--- src/sv/ibmw_pkg.sv ---
package ibmw_pkg;

  localparam int DirectSlotsDefault = 6;
  localparam int EntriesPerTable    = 128;
  localparam int BlockBytes         = 512;
  localparam int EntryBytes         = 4;

  localparam int WordW  = 16;
  localparam int AddrW  = 25;
  localparam int EntryW = $clog2(EntriesPerTable);

  localparam logic [WordW-1:0] LimitReset    = 16'd16646;
  localparam logic [WordW-1:0] UnmappedBlock = 16'hFFFF;

  localparam logic KIND_REQUEST = 1'b0;
  localparam logic KIND_DONE    = 1'b1;

  typedef enum logic [1:0] {
    CMD_LOAD   = 2'd0,
    CMD_LOOKUP = 2'd1,
    CMD_READ   = 2'd2
  } cmd_t;

  typedef enum logic [1:0] {
    PH_IDLE,
    PH_MIDDLE,
    PH_FINAL
  } phase_t;

  typedef enum logic [2:0] {
    OP_UNMAPPED,
    OP_DIRECT,
    OP_INDEX_SLOT,
    OP_INDEX_WORD,
    OP_FINAL_WORD
  } op_t;

  function automatic logic [AddrW-1:0] word_address(input logic [WordW-1:0] tbl,
                                                    input logic [EntryW-1:0] entry);
    word_address = AddrW'(tbl) * AddrW'(BlockBytes) + AddrW'(entry) * AddrW'(EntryBytes);
  endfunction

endpackage

--- src/sv/ibmw_slot_ram.sv ---
module ibmw_slot_ram #(
  parameter int DEPTH = ibmw_pkg::DirectSlotsDefault + 4
) (
  input  logic                          clk,
  input  logic                          wr_en,
  input  logic [$clog2(DEPTH)-1:0]      wr_addr,
  input  logic [ibmw_pkg::WordW-1:0]    wr_data,
  input  logic [$clog2(DEPTH)-1:0]      rd_addr,
  output logic [ibmw_pkg::WordW-1:0]    rd_data
);

  logic [ibmw_pkg::WordW-1:0] mem [DEPTH];
  logic [ibmw_pkg::WordW-1:0] rd_data_r;

  always_ff @(posedge clk) begin
    if (wr_en) begin
      mem[wr_addr] <= wr_data;
    end
  end

  always_ff @(posedge clk) begin
    rd_data_r <= mem[rd_addr];
  end

  assign rd_data = rd_data_r;

endmodule

--- src/sv/inode_block_map_walker.sv ---
// Channel  Direction  Handshake           Beat
// in       input      in_valid/in_stall   command, slot, slot_value, logical_block, read_data
// out      output     out_valid/out_stall kind, read_address, physical_block, unmapped
// cfg      input      cfg_we              cfg_wdata (mapped_limit)
//
// A lookup reads the slot RAM as it enters the s1 stage register, and a returned read word
// is stored there; the result register is then loaded from s1, which frees the input.
// A slot load writes the slot RAM and gives no result. Reset is synchronous and active low;
// it idles the walk and restores mapped_limit, while the slot RAM keeps its contents.
// The input stalls while a beat is in work or while a result waits under out_stall.
module inode_block_map_walker #(
  parameter int DIRECT_SLOTS = ibmw_pkg::DirectSlotsDefault
) (
  input  logic                          clk,
  input  logic                          rst_n,
  input  logic                          cfg_we,
  input  logic [ibmw_pkg::WordW-1:0]    cfg_wdata,
  input  logic                          in_valid,
  output logic                          in_stall,
  input  logic [1:0]                    in_command,
  input  logic [3:0]                    in_slot,
  input  logic [ibmw_pkg::WordW-1:0]    in_slot_value,
  input  logic [ibmw_pkg::WordW-1:0]    in_logical_block,
  input  logic [ibmw_pkg::WordW-1:0]    in_read_data,
  output logic                          out_valid,
  input  logic                          out_stall,
  output logic                          out_kind,
  output logic [ibmw_pkg::AddrW-1:0]    out_read_address,
  output logic [ibmw_pkg::WordW-1:0]    out_physical_block,
  output logic                          out_unmapped
);

  localparam int SlotCount = DIRECT_SLOTS + 4;
  localparam int SlotW     = $clog2(SlotCount);
  localparam int TableSpan = ibmw_pkg::EntriesPerTable * ibmw_pkg::EntriesPerTable;
  localparam int SingleEnd = DIRECT_SLOTS + 2 * ibmw_pkg::EntriesPerTable;
  localparam int DoubleEnd = SingleEnd + 2 * TableSpan;

  localparam int WordW  = ibmw_pkg::WordW;
  localparam int AddrW  = ibmw_pkg::AddrW;
  localparam int EntryW = ibmw_pkg::EntryW;

  ibmw_pkg::phase_t   phase_r, phase_nxt;
  logic [EntryW-1:0]  pending_r, pending_nxt;
  logic [WordW-1:0]   mapped_limit_r, mapped_limit_nxt;

  logic               s1_valid_r, s1_valid_nxt;
  ibmw_pkg::op_t      s1_op_r, s1_op_nxt;
  logic [WordW-1:0]   s1_word_r, s1_word_nxt;
  logic [EntryW-1:0]  s1_entry_r, s1_entry_nxt;

  logic               out_valid_r, out_valid_nxt;
  logic               out_kind_r, out_kind_nxt;
  logic [AddrW-1:0]   out_read_address_r, out_read_address_nxt;
  logic [WordW-1:0]   out_physical_block_r, out_physical_block_nxt;
  logic               out_unmapped_r, out_unmapped_nxt;

  logic               ram_we;
  logic [SlotW-1:0]   ram_waddr;
  logic [SlotW-1:0]   ram_raddr;
  logic [WordW-1:0]   ram_rdata;

  logic               in_accept;
  logic               lb_unmapped;
  logic [WordW-1:0]   lb_single;
  logic [WordW-1:0]   lb_double;

  assign in_stall  = s1_valid_r | (out_valid_r & out_stall);
  assign in_accept = in_valid & ~in_stall;

  assign lb_single   = in_logical_block - WordW'(DIRECT_SLOTS);
  assign lb_double   = in_logical_block - WordW'(SingleEnd);
  assign lb_unmapped = (in_logical_block >= mapped_limit_r) ||
                       ({1'b0, in_logical_block} >= (WordW + 1)'(DoubleEnd));

  ibmw_slot_ram #(
    .DEPTH (SlotCount)
  ) u_slot_ram (
    .clk     (clk),
    .wr_en   (ram_we),
    .wr_addr (ram_waddr),
    .wr_data (in_slot_value),
    .rd_addr (ram_raddr),
    .rd_data (ram_rdata)
  );

  always_comb begin
    phase_nxt        = phase_r;
    pending_nxt      = pending_r;
    mapped_limit_nxt = cfg_we ? cfg_wdata : mapped_limit_r;
    s1_valid_nxt     = 1'b0;
    s1_op_nxt        = s1_op_r;
    s1_word_nxt      = s1_word_r;
    s1_entry_nxt     = s1_entry_r;
    ram_we           = 1'b0;
    ram_waddr        = SlotW'(in_slot);
    ram_raddr        = '0;

    if (in_accept) begin
      case (in_command)
        ibmw_pkg::CMD_LOAD: begin
          ram_we = (32'(in_slot) < SlotCount);
        end
        ibmw_pkg::CMD_LOOKUP: begin
          s1_valid_nxt = 1'b1;
          phase_nxt    = ibmw_pkg::PH_IDLE;
          if (lb_unmapped) begin
            s1_op_nxt = ibmw_pkg::OP_UNMAPPED;
          end else if (in_logical_block < WordW'(DIRECT_SLOTS)) begin
            s1_op_nxt = ibmw_pkg::OP_DIRECT;
            ram_raddr = SlotW'(in_logical_block);
          end else if (in_logical_block < WordW'(SingleEnd)) begin
            s1_op_nxt    = ibmw_pkg::OP_INDEX_SLOT;
            ram_raddr    = SlotW'(32'(DIRECT_SLOTS) + 32'(lb_single / ibmw_pkg::EntriesPerTable));
            s1_entry_nxt = EntryW'(lb_single % ibmw_pkg::EntriesPerTable);
            phase_nxt    = ibmw_pkg::PH_FINAL;
          end else begin
            s1_op_nxt    = ibmw_pkg::OP_INDEX_SLOT;
            ram_raddr    = SlotW'(32'(DIRECT_SLOTS + 2) + 32'(lb_double / TableSpan));
            s1_entry_nxt = EntryW'((lb_double % TableSpan) / ibmw_pkg::EntriesPerTable);
            pending_nxt  = EntryW'(lb_double % ibmw_pkg::EntriesPerTable);
            phase_nxt    = ibmw_pkg::PH_MIDDLE;
          end
        end
        ibmw_pkg::CMD_READ: begin
          case (phase_r)
            ibmw_pkg::PH_MIDDLE: begin
              s1_valid_nxt = 1'b1;
              s1_op_nxt    = ibmw_pkg::OP_INDEX_WORD;
              s1_word_nxt  = in_read_data;
              s1_entry_nxt = pending_r;
              phase_nxt    = ibmw_pkg::PH_FINAL;
            end
            ibmw_pkg::PH_FINAL: begin
              s1_valid_nxt = 1'b1;
              s1_op_nxt    = ibmw_pkg::OP_FINAL_WORD;
              s1_word_nxt  = in_read_data;
              phase_nxt    = ibmw_pkg::PH_IDLE;
            end
            default: begin
            end
          endcase
        end
        default: begin
        end
      endcase
    end
  end

  always_comb begin
    out_valid_nxt          = out_valid_r;
    out_kind_nxt           = out_kind_r;
    out_read_address_nxt   = out_read_address_r;
    out_physical_block_nxt = out_physical_block_r;
    out_unmapped_nxt       = out_unmapped_r;

    if (s1_valid_r) begin
      out_valid_nxt          = 1'b1;
      out_kind_nxt           = ibmw_pkg::KIND_DONE;
      out_read_address_nxt   = '0;
      out_physical_block_nxt = '0;
      out_unmapped_nxt       = 1'b0;
      case (s1_op_r)
        ibmw_pkg::OP_UNMAPPED: begin
          out_physical_block_nxt = ibmw_pkg::UnmappedBlock;
          out_unmapped_nxt       = 1'b1;
        end
        ibmw_pkg::OP_DIRECT: begin
          out_physical_block_nxt = ram_rdata;
        end
        ibmw_pkg::OP_INDEX_SLOT: begin
          out_kind_nxt         = ibmw_pkg::KIND_REQUEST;
          out_read_address_nxt = ibmw_pkg::word_address(ram_rdata, s1_entry_r);
        end
        ibmw_pkg::OP_INDEX_WORD: begin
          out_kind_nxt         = ibmw_pkg::KIND_REQUEST;
          out_read_address_nxt = ibmw_pkg::word_address(s1_word_r, s1_entry_r);
        end
        ibmw_pkg::OP_FINAL_WORD: begin
          out_physical_block_nxt = s1_word_r;
        end
        default: begin
        end
      endcase
    end else if (out_valid_r && !out_stall) begin
      out_valid_nxt = 1'b0;
    end
  end

  always_ff @(posedge clk) begin
    if (!rst_n) begin
      phase_r        <= ibmw_pkg::PH_IDLE;
      pending_r      <= '0;
      mapped_limit_r <= ibmw_pkg::LimitReset;
      s1_valid_r     <= 1'b0;
      out_valid_r    <= 1'b0;
    end else begin
      phase_r        <= phase_nxt;
      pending_r      <= pending_nxt;
      mapped_limit_r <= mapped_limit_nxt;
      s1_valid_r     <= s1_valid_nxt;
      out_valid_r    <= out_valid_nxt;
    end
  end

  always_ff @(posedge clk) begin
    s1_op_r              <= s1_op_nxt;
    s1_word_r            <= s1_word_nxt;
    s1_entry_r           <= s1_entry_nxt;
    out_kind_r           <= out_kind_nxt;
    out_read_address_r   <= out_read_address_nxt;
    out_physical_block_r <= out_physical_block_nxt;
    out_unmapped_r       <= out_unmapped_nxt;
  end

  assign out_valid          = out_valid_r;
  assign out_kind           = out_kind_r;
  assign out_read_address   = out_read_address_r;
  assign out_physical_block = out_physical_block_r;
  assign out_unmapped       = out_unmapped_r;

endmodule

--- config.mk ---
export PLATFORM = sky130hd
export DESIGN_NAME = inode_block_map_walker
export DESIGN_NICKNAME = d
export VERILOG_FILES = /design/src/sv/ibmw_pkg.sv /design/src/sv/ibmw_slot_ram.sv /design/src/sv/inode_block_map_walker.sv
export SDC_FILE = /design/constraint.sdc
export NUM_CORES = 1
export LEC_CHECK = 0
export ABC_AREA = 1
export BUFFER_PORTS_ARGS = -buffer_cell sky130_fd_sc_hd__buf_2
export CAP_MARGIN = 15
export CORE_UTILIZATION = 47
export CTS_CLUSTER_DIAMETER = 40
export DETAILED_ROUTE_END_ITERATION = 7
export PLACE_DENSITY_LB_ADDON = 0.12
export SLEW_MARGIN = 20
export SYNTH_ARGS = -nofsm -noshare
export SYNTH_HDL_FRONTEND = slang
export SYNTH_HIERARCHICAL = 1
export SYNTH_SLANG_ARGS = --single-unit
export TNS_END_PERCENT = 30
--- constraint.sdc ---
create_clock -name clk -period 3.1 [get_ports clk]
set_clock_uncertainty 0.15 [all_clocks]
set_input_delay 0.31 -clock clk [delete_from_list [all_inputs] [get_ports clk]]
set_output_delay 0.31 -clock clk [all_outputs]
set_load 0.03 [all_outputs]
# After elaboration in Yosys (flattened, before gate mapping)
# Memory sizes are Yosys's and may differ from the RTL's. A register that Yosys moved wholly into a read port is not among the register bits.
# Index checks and enable logic that the tools add are counted.
[classes] addsub=6 n_lt_le_gt_ge=5 n_eq_ne=12 mux=31 bitwise_logic=7 n_reduce_logical=14
[op_table] cell="$add 25x9->25" n=2
[op_table] cell="$pmux 25 s2" n=1
[op_table] cell="$pmux 16 s3" n=1
[op_table] cell="$mux 7" n=4
[op_table] cell="$mux 4" n=5
[op_table] cell="$ge 16x16->1" n=1
[op_table] cell="$ge 16x16->1 const B" n=1
[op_table] cell="$lt 16x3->1 const B" n=1
[op_table] cell="$lt 16x9->1 const B" n=1
[op_table] cell="$sub 16x9->16 const B" n=1
[op_table] cell="$pmux 7 s2" n=1
[op_table] cell="$pmux 3 s2" n=2
[op_table] cell="$sub 11x3->11 const B" n=1
[op_table] cell="$mux 2" n=5
[op_table] cell="$reduce_and 5->1" n=2
[op_table] cell="$mux 1" n=9
[op_table] cell="$pmux 2 s2" n=2
[op_table] cell="$eq 3x2->1 const B" n=2
[op_table] cell="$ne 2x2->1 const B" n=3
[op_table] cell="$reduce_and 3->1" n=2
[op_table] cell="$add 3x4->4 const A" n=1
[op_table] cell="$add 4x2->4 const A" n=1
[op_table] cell="$eq 2x1->1 const B" n=2
[op_table] cell="$eq 2x2->1 const B" n=2
[op_table] cell="16 further kinds" n=22
[totals] ff_bits=96 ram_bits=160 inputBits=75 out_inout_bits=45 word_cells=88 mem_count=1
[memory_table] memory="u_slot_ram.mem" words=10 width=16 read_ports=1 rd_clocked_by_memory_dff=1 write_ports=1 line_no="ibmw_slot_ram.sv:12" text="logic [ibmw_pkg::WordW-1:0] mem [DEPTH];"

# Depth between registers and ports, before layout
[depth] word_depth=7 mapped_depth=23 ltp_nobuf=21

# Modules after synthesis
# The synthesis kept the hierarchy.
[modules_own_cells] module="ibmw_slot_ram" instances=1 cells_each=647 area_each_um2=7133.1 seq_area_each_um2=5124.9
[modules_own_cells] module="inode_block_map_walker" instances=1 cells_each=516 area_each_um2=4755.8 seq_area_each_um2=2552.4

# Worst setup path after synthesis
# OpenSTA, ideal clock, no wires.
[synth_timing] kind="flip-flop to flip-flop" startpoint="reg s1_valid_r" endpoint="reg s1_word_r[0] (enable)" setup_time_ns=0.409 t_arrival_ns=2.268 required_ns=2.541 setup_slack_ns=0.272 path_stages_with_launch=4 path_buffers=0 period_less_slack_ns=2.828 path_cell_list="dfxtp_1 > inv_1 > nand3_1 > nor3_1"
[synth_between] elab_chain_cells=4
[synth_lines] element="from (decl)" line_no="inode_block_map_walker.sv:47" text="logic s1_valid_r, s1_valid_nxt;"
[synth_lines] element="from (signal assigned)" line_no="inode_block_map_walker.sv:201" text="s1_valid_r <= s1_valid_nxt;"
[synth_lines] element="$or 1x1->1" line_no="inode_block_map_walker.sv:68" text="assign in_stall = s1_valid_r | (out_valid_r & out_stall);"
[synth_lines] element="$not 1->1" line_no="inode_block_map_walker.sv:69" text="assign in_accept = in_valid & ~in_stall;"
[synth_lines] element="$and 1x1->1" line_no="inode_block_map_walker.sv:69"
[synth_lines] element="$reduce_and 3->1 (no line)"
[synth_lines] element="to (signal assigned)" line_no="inode_block_map_walker.sv:208" text="s1_word_r <= s1_word_nxt;"
[synth_lines] element="to (decl)" line_no="inode_block_map_walker.sv:49" text="logic [WordW-1:0] s1_word_r, s1_word_nxt;"
# No other way between the ends.
# A chain may end at the register's enable or synchronous reset.

# Worst setup path in the final report
[layout_timing] startpoint="reg mapped_limit_r[7]" endpoint="reg u_slot_ram.rd_data_r (netlist bit u_slot_ram/rd_data[1]) (read register of u_slot_ram.mem)"
[layout_between] elab_chain_cells=5
[layout_lines] element="from (decl)" line_no="inode_block_map_walker.sv:45" text="logic [WordW-1:0] mapped_limit_r, mapped_limit_nxt;"
[layout_lines] element="from (signal assigned)" line_no="inode_block_map_walker.sv:194" text="mapped_limit_r <= ibmw_pkg::LimitReset;"
[layout_lines] element="from (signal assigned)" line_no="inode_block_map_walker.sv:200" text="mapped_limit_r <= mapped_limit_nxt;"
[layout_lines] element="$ge 16x16->1" line_no="inode_block_map_walker.sv:73" text="assign lb_unmapped = (in_logical_block >= mapped_limit_r) ||"
[layout_lines] element="$logic_or 1x1->1" line_no="inode_block_map_walker.sv:73"
[layout_lines] element="$mux 4" line_no="inode_block_map_walker.sv:107" text="if (lb_unmapped) begin"
[layout_lines] element="$mux 4" line_no="inode_block_map_walker.sv:100" text="case (in_command)"
[layout_lines] element="$mux 4" line_no="inode_block_map_walker.sv:99" text="if (in_accept) begin"
[layout_lines] element="net ram_raddr[0]" line_no="inode_block_map_walker.sv:60" text="logic [SlotW-1:0] ram_raddr;"
[layout_lines] element="to (decl)" line_no="ibmw_slot_ram.sv:13" text="logic [ibmw_pkg::WordW-1:0] rd_data_r;"
# The timed path passes the listed nets, and every way through them passes these cells.

==> Implementation_results.wiki <==
{| class="wikitable"
! Metric !! Value
|-
| Outcome || finished clean
|-
| FILL cells || about 2,100
|-
| Synthesis-to-finish area growth || 24.5%
|-
| Floorplan die area || 25,900 sq um
|-
| Synth warnings || 6
|-
| Gpl congestion || 0.857
|-
| Top-level I/O count || 120
|-
| Worst hold path type || in -> reg
|-
| Total Neg Setup Slack || 0 ns
|-
| Areal power density over the cells || slightly above 600 nW/um^2
|-
| Post-route cell area || 14,800 sq um
|-
| RSZ-0062 raised after global routing || no
|-
| Detailed-route vias per instance || 4.93
|-
| Number of cells on the worst reg-to-reg path || 20
|-
| Netlist area before placement || 11,900 sq um
|-
| Endpoint of the worst register-to-register path || u_slot_ram/rd_data[1]
|-
| Adder and majority cell fraction of the synthesized area || about 2.4%
|-
| Number of failing setup endpoints in the final timing report || 0
|-
| Aggregate global-route resource usage || 21.4%
|-
| Die Y || 161 microns
|-
| Number of distinct standard cells referenced by the synthesized netlist || 39
|-
| Largest net degree at the start of global routing || 81
|-
| Sequential cell area fraction in the yosys report || 64.6%
|-
| Final Util || 60.3%
|-
| Register-to-register setup slack || 0.29 ns
|-
| Number of enable-type register cells in the synthesized netlist || between 200 and 250
|-
| Clock tree root buffer cell || sky130_fd_sc_hd__clkbuf_16
|-
| Fin crit share || 90.7%
|-
| Critical setup path kind || reg -> reg
|-
| Measured slew at the worst slew-check pin || 0.743 ns
|-
| Clock network latency to the later pin of the worst-skew pair || 0.53 ns
|-
| Share of cell area taken by muxes after synthesis || 0%
|-
| Peak VDD IR || approximately 480 uV
|-
| Clock slew at reported path FFs || 0.06 ns
|-
| Final critical delay including setup and external delays || roughly 2.8 ns
|-
| Number of cells produced by synthesis || 1,163
|-
| Detailed Place HPWL || 16.3 mm
|-
| Clock buffers created by TritonCTS || 40
|-
| Share of cells above drive strength 1 || between 15 and 20%
|-
| Main combinational cell family by area after synthesis || simple AND/OR/NAND/NOR gates
|-
| Vias in the first global route || 7,999
|-
| Achievable Freq || between 300 and 400 MHz
|-
| Hold-critical path depth || 2
|-
| Most frequent cells after synthesis || sky130_fd_sc_hd__nand2_1 (253), sky130_fd_sc_hd__edfxtp_1 (227), sky130_fd_sc_hd__inv_1 (193), sky130_fd_sc_hd__nand3_1 (122), sky130_fd_sc_hd__nor2_1 (96)
|-
| Synthesized area divided by synthesized cell count || a little over 10 sq um
|-
| Post-detailed-route wirelength per cell || 15.8 microns
|-
| Commonest register cell after synthesis || sky130_fd_sc_hd__edfxtp_1
|-
| Core Footprint || 24,500 sq um
|-
| Overall routed net length || approximately 27 mm
|-
| Top cell type's share of synthesized area || a little under three fifths
|-
| # DRC || 0
|-
| X dimension of the die || 161 microns
|-
| Final ANT Viol Nets || 0
|-
| Post-Synth XOR/XNOR Area || 0.368%
|-
| Cell types with the largest area share after synthesis || sky130_fd_sc_hd__edfxtp_1 (57%), sky130_fd_sc_hd__nand2_1 (8.0%), sky130_fd_sc_hd__dfxtp_1 (7.2%)
|-
| Ys async rst share || 0%
|-
| Startpoint of the lowest-slack hold path || cfg_we
|-
| Fraction of the mapped netlist area in compound gates || 5.67%
|-
| Placed instance area || 12,800 sq um
|-
| Synth Area in Simple Gates || 18.2%
|-
| Global route total overflow || 0
|-
| Setup crit start kind || register
|-
| Final nets || around 1,500
|-
| Global-route wire length before repair || 42.9 mm
|-
| Final std cells w/o fill || 1,714
|-
| Cell accounting for the most synthesized area || sky130_fd_sc_hd__edfxtp_1
|-
| TritonCTS clock tree || yes
|-
| End of the worst hold path || mapped_limit_r[1]
|-
| Number of rows in the core area || 57
|-
| Number of design-rule violations left by the first detailed-router iteration || 623
|-
| Hold Violations, Final || 0
|-
| Maximum buffer depth of the clock tree || 3
|-
| Worst reg2reg path startpoint || mapped_limit_r[7]
|-
| Antenna violations before repair || 1
|-
| H-tree levels || 2
|-
| Pre-Repair DR Iteration Count || 5
|-
| Top-count cell post-synth || sky130_fd_sc_hd__nand2_1
|-
| LEAKAGE || roughly 6.3 nW
|-
| Max-Cap Viols || 0
|-
| Number of clock sinks seen by CTS || 270
|-
| PortBufs || around 120
|-
| Routed via count || 8,450
|-
| Arrival time reported for the critical path endpoint || around 3.1 ns
|-
| Pins over their slew limit || 0
|-
| Placed instance count || 1,585
|-
| Seq cells post-synth || 270
|-
| Maximum fanout count along the critical path || 80
|-
| Initial Util || 48.5%
|-
| Relative slew margins || 50.4%
|-
| Data required time of the critical path || 3.41 ns
|-
| Sort of element at the end of the critical path || register
|}
power by group:
group | total, mW | switching, mW | internal [mW] | leakage [nW]
registers | 4.02 | 0.0213 | 4.00 | 2.41
clock network | 4.70 | 1.72 | 2.98 | 0.685
logic | 0.510 | 0.316 | 0.194 | 3.25
total | 9.22 | 2.05 | 7.17 | 6.34
through the flow:
| step | worst slack, ns | hold slack (ns) | power [mW] |
|---|---|---|---|
| global route | 0.0425 | 0.0214 | 9.51 |
| CTS | 0.252 | 0.00476 | 9.30 |
| global placement | 0.225 | 0.293 | 4.54 |
| finish | 0.288 | 0.00600 | 9.22 |
| floorplan | 0.272 | 0.259 | 4.37 |
| detailed placement | 0.135 | 0.296 | 4.54 |
worst max-delay path, cell delays in order, from the launching register on:
cell	delay, ns
sky130_fd_sc_hd__dfxtp_1	0.31
sky130_fd_sc_hd__inv_1	0.07
sky130_fd_sc_hd__ha_1	0.30
sky130_fd_sc_hd__nand2_1	0.06
sky130_fd_sc_hd__inv_1	0.06
sky130_fd_sc_hd__nand2_1	0.06
sky130_fd_sc_hd__nor2_1	0.10
sky130_fd_sc_hd__nor2_1	0.04
sky130_fd_sc_hd__nand2_1	0.05
sky130_fd_sc_hd__nand2_1	0.06
sky130_fd_sc_hd__nand3_1	0.16
sky130_fd_sc_hd__inv_2	0.10
sky130_fd_sc_hd__nand3_1	0.14
sky130_fd_sc_hd__nor2_4	0.07
sky130_fd_sc_hd__inv_6	0.45
sky130_fd_sc_hd__nand2_1	0.11
sky130_fd_sc_hd__nand2_1	0.10
sky130_fd_sc_hd__nand2_1	0.05
sky130_fd_sc_hd__nand3_1	0.09
sky130_fd_sc_hd__nand3_1	0.11
sky130_fd_sc_hd__nand2_1	0.10
how the worst max path moves through the flow:
stage / start / endpoint / depth (start not counted)
6_report: mapped_limit_r[7] / u_slot_ram/rd_data[1] / 20
5_1_grt: mapped_limit_r[7] / u_slot_ram/rd_data[10] / 18
4_1_cts: mapped_limit_r[7] / u_slot_ram/rd_data[8] / 19
3_5_place_dp: in_logical_block[7] / u_slot_ram/rd_data[8] / 19
3_3_place_gp: in_logical_block[1] / u_slot_ram/rd_data[0] / 19
2_1_floorplan: s1_valid_r / s1_word_r[0] / 3
cell type report:
type,instances,area [sq um],area share (%)
Sequential cell,270,7680,51.9
Timing Repair Buffer,195,1310,8.85
Antenna cell,1,2.50,0.0169
Multi-Input combinational cell,647,3190,21.6
Inverter,203,774,5.23
Clock buffer,47,1120,7.58
Tap cell,324,405,2.74
Clock inverter,27,314,2.12
sequential cells by signal (all words and copies together) (netlist names):
| signal | count |
|---|---|
| u_slot_ram/mem | 160 |
| out_read_address | 23 |
| mapped_limit_r | 16 |
| out_physical_block | 16 |
| s1_word_r | 16 |
| u_slot_ram/rd_data | 16 |
| pending_r | 7 |
| s1_entry_r | 7 |
| s1_op_r | 3 |
| phase_r | 2 |
| out_kind | 1 |
| out_unmapped | 1 |
| out_valid | 1 |
| s1_valid_r | 1 |
cell usage in the layout (no fill, tap or decap), types with 5 or more instances in the layout:
cell / n
sky130_fd_sc_hd__inv_6: 6
sky130_fd_sc_hd__clkbuf_16: 44
sky130_fd_sc_hd__inv_1: 193
sky130_fd_sc_hd__nor2_4: 6
sky130_fd_sc_hd__o221ai_1: 17
sky130_fd_sc_hd__nand3_1: 122
sky130_fd_sc_hd__buf_4: 23
sky130_fd_sc_hd__dfxtp_1: 42
sky130_fd_sc_hd__inv_2: 6
sky130_fd_sc_hd__buf_2: 117
sky130_fd_sc_hd__clkinvlp_4: 6
sky130_fd_sc_hd__o22ai_1: 16
sky130_fd_sc_hd__dlygate4sd3_1: 54
sky130_fd_sc_hd__ha_1: 23
sky130_fd_sc_hd__nor2_1: 95
sky130_fd_sc_hd__nand2_1: 253
sky130_fd_sc_hd__edfxtp_1: 227
sky130_fd_sc_hd__a21oi_1: 30
sky130_fd_sc_hd__clkinv_4: 6
sky130_fd_sc_hd__o21ai_0: 48
sky130_fd_sc_hd__nand4_1: 5
repair_timing:
action                                  4_1_cts  5_1_grt
hold buffers                                 54        0
setup buffers                                 0        0
hold endpoints to repair                    193        0
endpoints found under the setup margin        0        3
resized for setup                             0        1
logic make-up (layout without fill, tap and decap cells):
group / after synthesis / after routing
simple gates: 501 / 501
flops: 270 / 270
buf+inv: 247 / 472
compound gates: 116 / 116
fa+ha+maj: 23 / 23
xor+xnor: 5 / 5
other cells: 1 / 3
metal layers:
layer	part of all wire, %	track usage, %	vias to the layer above
li1	-	-	4247
met1	48	29.7	3925
met2	45	34.5	236
met3	5.0	3.24	42
met4	2.0	6.82	0
met5	0	0	-
No activity file was read; power rests on OpenSTA's default activity.
